`config.mk`:
```
export PLATFORM = sky130hd
export DESIGN_NAME = wps_cordic
export DESIGN_NICKNAME = d
export VERILOG_FILES = /design/src/wps_pkg.sv /design/src/wps_cordic.sv
export VERILOG_INCLUDE_DIRS = /design/src /design/src/src
export SDC_FILE = /design/constraint.sdc
export NUM_CORES = 1
export LEC_CHECK = 0
export BUFFER_PORTS_ARGS = -buffer_cell sky130_fd_sc_hd__buf_2
export CORE_UTILIZATION = 30
export CTS_CLUSTER_SIZE = 8
export DETAILED_ROUTE_END_ITERATION = 8
export PLACE_DENSITY = 0.44
export SLEW_MARGIN = 20
export SYNTH_ARGS = -nofsm -noshare
export SYNTH_HDL_FRONTEND = slang
export SYNTH_SLANG_ARGS = --single-unit
```
`constraint.sdc`:
```
create_clock -name clk -period 16.1 [get_ports clk]
set_clock_uncertainty 0.15 [all_clocks]
set_input_delay 0.805 -clock clk [delete_from_list [all_inputs] [get_ports clk]]
set_output_delay 0.805 -clock clk [all_outputs]
set_load 0.02 [all_outputs]
```
`src/assert_macros.svh`:
```
// Assertion helpers shared by the RTL files
`ifndef ASSERT_MACROS_SVH
`define ASSERT_MACROS_SVH

// Clocked implication, disabled during reset
`define ASSERT_CLK(label, prop, msg) \
    label: assert property (@(posedge clk) disable iff (!rst_n) prop) else $error(msg);

// Same check with the reset term kept in the property
`define ASSERT_ALWAYS(label, prop, msg) \
    label: assert property (@(posedge clk) prop) else $error(msg);

`endif

```
`src/wps_pkg.sv`:
```
package wps_pkg;

    localparam int MAX_WAYPOINTS = 16;
    localparam int SLOT_W        = $clog2(MAX_WAYPOINTS);
    localparam int CNT_W         = 5;
    localparam int CORDIC_STEPS  = 16;
    localparam int ATAN_LEN      = 24;
    localparam int CORDIC_ITERS  = (CORDIC_STEPS < ATAN_LEN) ? CORDIC_STEPS : ATAN_LEN;
    localparam int STEP_W        = $clog2(ATAN_LEN);
    localparam int CX_W          = 36;

    localparam logic [31:0] TURN_GAIN  = 32'd316243071;
    localparam logic [13:0] TURN_LIMIT = 14'd8192;
    localparam logic [12:0] SPEED_ONE  = 13'd4096;

    typedef enum logic [1:0] {
        OP_LOAD = 2'd0,
        OP_POSE = 2'd1,
        OP_TICK = 2'd2,
        OP_NONE = 2'd3
    } op_t;

    typedef enum logic [1:0] {
        REG_REPEAT = 2'd0,
        REG_COUNT  = 2'd1,
        REG_RADIUS = 2'd2,
        REG_NONE   = 2'd3
    } cfg_reg_t;

    typedef enum logic [3:0] {
        S_IDLE,
        S_DIFF,
        S_SQX,
        S_SQY,
        S_SUM,
        S_SQR,
        S_CMP,
        S_CSTART,
        S_CWAIT,
        S_GAIN,
        S_SCALE,
        S_OUT
    } state_t;

    typedef struct packed {
        logic        done;
        logic [31:0] angle;
    } cordic_res_t;

    function automatic logic [31:0] atan_step(input logic [STEP_W-1:0] i);
        logic [31:0] v;
        case (i)
            5'd0:    v = 32'd536870912;
            5'd1:    v = 32'd316933406;
            5'd2:    v = 32'd167458907;
            5'd3:    v = 32'd85004756;
            5'd4:    v = 32'd42667331;
            5'd5:    v = 32'd21354465;
            5'd6:    v = 32'd10679838;
            5'd7:    v = 32'd5340245;
            5'd8:    v = 32'd2670163;
            5'd9:    v = 32'd1335087;
            5'd10:   v = 32'd667544;
            5'd11:   v = 32'd333772;
            5'd12:   v = 32'd166886;
            5'd13:   v = 32'd83443;
            5'd14:   v = 32'd41722;
            5'd15:   v = 32'd20861;
            5'd16:   v = 32'd10430;
            5'd17:   v = 32'd5215;
            5'd18:   v = 32'd2608;
            5'd19:   v = 32'd1304;
            5'd20:   v = 32'd652;
            5'd21:   v = 32'd326;
            5'd22:   v = 32'd163;
            5'd23:   v = 32'd81;
            default: v = 32'd0;
        endcase
        return v;
    endfunction

endpackage

```
`src/wps_cordic.sv`:
```
`include "assert_macros.svh"

module wps_cordic
    import wps_pkg::*;
(
    input  logic               clk,
    input  logic               rst_n,
    input  logic               start,
    input  logic signed [32:0] x_in,
    input  logic signed [32:0] y_in,
    output cordic_res_t        res
);

    logic signed [CX_W-1:0] x_reg;
    logic signed [CX_W-1:0] y_reg;
    logic [31:0]            z_reg;
    logic [STEP_W-1:0]      step_reg;
    logic                   busy_reg;
    logic                   done_reg;
    logic                   zero_reg;
    logic signed [CX_W-1:0] x_ext;
    logic signed [CX_W-1:0] y_ext;
    logic signed [CX_W-1:0] xs;
    logic signed [CX_W-1:0] ys;
    logic                   last_step;

    assign x_ext     = CX_W'(x_in);
    assign y_ext     = CX_W'(y_in);
    assign xs        = x_reg >>> step_reg;
    assign ys        = y_reg >>> step_reg;
    assign last_step = (step_reg == STEP_W'(CORDIC_ITERS - 1));

    always_ff @(posedge clk or negedge rst_n)
    begin
        if (!rst_n)
        begin
            busy_reg <= 1'b0;
            done_reg <= 1'b0;
            step_reg <= '0;
        end
        else
        begin
            done_reg <= busy_reg && last_step;
            if (start)
            begin
                busy_reg <= 1'b1;
                step_reg <= '0;
            end
            else if (busy_reg)
            begin
                if (last_step)
                    busy_reg <= 1'b0;
                step_reg <= step_reg + 1'b1;
            end
        end
    end

    always_ff @(posedge clk)
    begin
        if (start)
        begin
            zero_reg <= (x_in == '0) && (y_in == '0);
            // left half plane: rotate by half a turn first
            if (x_in < 0)
            begin
                x_reg <= -x_ext;
                y_reg <= -y_ext;
                z_reg <= 32'h8000_0000;
            end
            else
            begin
                x_reg <= x_ext;
                y_reg <= y_ext;
                z_reg <= '0;
            end
        end
        else if (busy_reg)
        begin
            if (y_reg >= 0)
            begin
                x_reg <= x_reg + ys;
                y_reg <= y_reg - xs;
                z_reg <= z_reg + atan_step(step_reg);
            end
            else
            begin
                x_reg <= x_reg - ys;
                y_reg <= y_reg + xs;
                z_reg <= z_reg - atan_step(step_reg);
            end
        end
    end

    assign res.done  = done_reg;
    assign res.angle = zero_reg ? 32'd0 : z_reg;

    `ASSERT_CLK(a_done_after_last, busy_reg && last_step && !start |=> done_reg,
                "cordic done missing after last step")
    `ASSERT_CLK(a_done_not_busy, done_reg |-> !busy_reg || $past(start),
                "cordic done while still iterating")

endmodule

```
==> results.yml <==
cells_and_area:
  antenna_cells: 0
  final_common_cell: "nand2_1"
  drive_above_1_share_pct: 13.2
  fillers: 6625
  layout_common_cells: "nand2_1 (253), o21ai_0 (187), nor2_1 (187)"
  finish.utilization_pct: 32.9
  nets: 2523
  area_growth_pct: 7.28
synthesis:
  yosysTopAreaCellShare_pct: 16.6
  ys_warn_count: 0
  synth_fp_nets: 2521
  ys_ff_latch: 112
  synthArstFlopShare_pct: 6.25
  synth_area_leader_cell: "edfxtp_1"
  postSynthCellCount: 2333
  syn-cell-area_um2: 19000
  ys.flop_type: "edfxtp_1"
  synth_edf_count: 105
  ys_top_cells_by_area: "edfxtp_1 (17%), ha_1 (7.6%), mux4_2 (7.5%)"
  syn_avg_cell_area_um2: 8.16
  ys_types: 101
  ys_seq_area_share_pct: 17.5
place:
  place_hpwl_um: 57100
  dp_slack_ns: 7.55
  io_buffer_count: 101
  gp_congestion: 0.956
die:
  dieHeight_um: 254
  rows: 91
  design.core.area_um2: 62200
  dieArea_um2: 64500
  die_w_um: 254
  pin_count: 102
  initial_core_util_pct: 30.6
sta:
  finalSetupTns_ns: 0
  hold_viol: 0
  fin_crit_sh_pct: 53.1
  rsz0062_at_grt: "no"
  slew_viol_final: 0
  slew-limit-headroom_pct: 28.6
  worst_pin_slew_ns: 1.06
  fin_crit_ns: 8.55
  fmax_ghz: 0.117
  setup_slack_ns: 7.55
  setup_violations: 0
drt:
  drc: 0
  drtPass1Iterations: 6
  vias: 18502
  first_iter_violations: 1381
  vias_per_cell: 5.82
  wl_per_cell_um: 23.5
  ant_nets: 0
  wirelength_um: 74500
global_routing:
  antenna_found_initial: 1
  grt_overflow: 0
  grt_pass1_wl_um: 112000
  grt.total_usage_pct: 23.0
  grt_pass1_vias: 17975
  grt_max_degree: 69
worst_setup_path:
  r2r-end: "x_reg[35]$_DFFE_PP_"
  crit_buf_inv: 3
  critPathLaunchType: "flip-flop"
  path_max_fanout: 67
  r2r_slack_ns: 7.55
  cp-end-kind: "flip-flop"
  cpMaxStageDelayCell: "buf_4"
  reg2reg_depth: 26
  cp.arrival_ns: 8.55
  reg2reg_from: "step_reg[0]$_DFFE_PN0P_"
  critPathTopFamily: "compound AO/OA/AOI/OAI gates"
  required_ns: 16.10
  critical_path_class: "flip-flop to flip-flop"
  cp.depth: 26
  slowest_delay_ns: 0.89
min_path:
  hp-class: "primary input to asynchronous set/reset pin"
run_status:
  status: "finished, final reports clean"
cts:
  clock-sinks: 112
  h-tree-depth: 3
  insertion_delay_ns: 0.41
  ctsHoldBuffers: 0
  cts_tree: "built"
  clock_path_buffers: 2
  path_clk_slew_ns: 0.09
  post-cts-setup-buffer-count: 0
  clock-root-buffer: "clkbuf_16"
  post_cts_resized: 0
  cts-buffers-inserted: 9
power_and_ir_drop:
  power.switching_mw: 2.98
  pwr-share-comb_pct: 80.5
  powerDensity_nw_per_um2: 270
  intPower_mw: 2.52
  p_leak_nw: 8.01
  clkPwrFrac_pct: 4.3
  p_sw_share_pct: 54.2
  ir_worst_vdd_uv: 109
  pwr-share-seq_pct: 15.2
flow_run:
  drv_cap: 0
## metrics by stage
step                      area, µm²  instances  power, mW  hold WS, ns
after floorplan               19000       2333       4.07        0.359
after global placement        20100       3160       5.20        0.489
after detailed placement      20100       3160       5.21        0.503
after CTS                     20400       3176       5.49       0.0507
after global routing          20400       3177       6.03       0.0523
final                         20400       3177       5.50       0.0632
## worst max-delay path by stage
stage / start / endpoint / slack [ns]
2_1_floorplan: step_reg[0]$_DFFE_PN0P_ / x_reg[35]$_DFFE_PP_ / 9.59
3_3_place_gp: step_reg[0]$_DFFE_PN0P_ / x_reg[35]$_DFFE_PP_ / 7.67
3_5_place_dp: step_reg[0]$_DFFE_PN0P_ / x_reg[35]$_DFFE_PP_ / 7.55
4_1_cts: step_reg[0]$_DFFE_PN0P_ / x_reg[35]$_DFFE_PP_ / 7.52
5_1_grt: step_reg[0]$_DFFE_PN0P_ / x_reg[35]$_DFFE_PP_ / 6.81
6_report: step_reg[0]$_DFFE_PN0P_ / x_reg[35]$_DFFE_PP_ / 7.55
## routing by layer
layer / up-vias / GRT usage [%] / part of all wire (%)
met5: - / 0 / 0.012
met3: 138 / 2.70 / 4.9
met1: 9060 / 30.0 / 44
met2: 549 / 38.7 / 47
li1: 8753 / - / -
met4: 2 / 8.90 / 3.7
## area by class of cell
type	instances	area, µm²	area share (%)
Multi-Input combinational cell	2027	14800	72.5
Clock buffer	9	225	1.10
Timing Repair Buffer	129	729	3.57
Inverter	56	210	1.03
Sequential cell	112	3340	16.4
Tap cell	837	1050	5.13
Clock inverter	7	57.6	0.282
## power groups by stage
stage | logic, mW | clock network [mW] | registers, mW
floorplan | 3.41 | 0 | 0.663
global placement | 4.37 | 0 | 0.838
detailed placement | 4.38 | 0 | 0.833
CTS | 4.41 | 0.247 | 0.830
global route | 4.92 | 0.254 | 0.849
finish | 4.43 | 0.238 | 0.835
## Yosys cell counts (12+ instances only)
library cell / count
o21a_1: 17
nor2_1: 189
mux2i_1: 101
nand3_1: 46
a21oi_1: 147
nor3_1: 39
a21o_1: 54
xnor2_1: 125
buf_1: 21
buf_2: 29
a31oi_1: 22
clkbuf_1: 66
o31ai_1: 32
xor2_1: 102
mux4_2: 63
ha_1: 116
buf_6: 13
o211ai_1: 16
o21ai_0: 187
edfxtp_1: 105
or2_2: 24
o21bai_1: 13
inv_1: 53
or3_1: 21
and3_1: 13
o22ai_1: 39
or4_1: 12
nand2b_1: 39
mux2_2: 37
a22oi_1: 16
o41ai_1: 12
nor2b_1: 55
nand2_1: 253
a211oi_1: 30
## cell families after synthesis
logic type	Yosys count	synth area share (%)
xor gates and xnor gates	228	10.6
muxes	205	15.2
adders and majority gates	119	7.94
DFF	112	17.5
AOI/OAI and AO/OA	696	23.7
and+or+nand+nor	779	20.4
buffers and inverters	194	4.77
No activity file was read; power rests on OpenSTA's default activity.
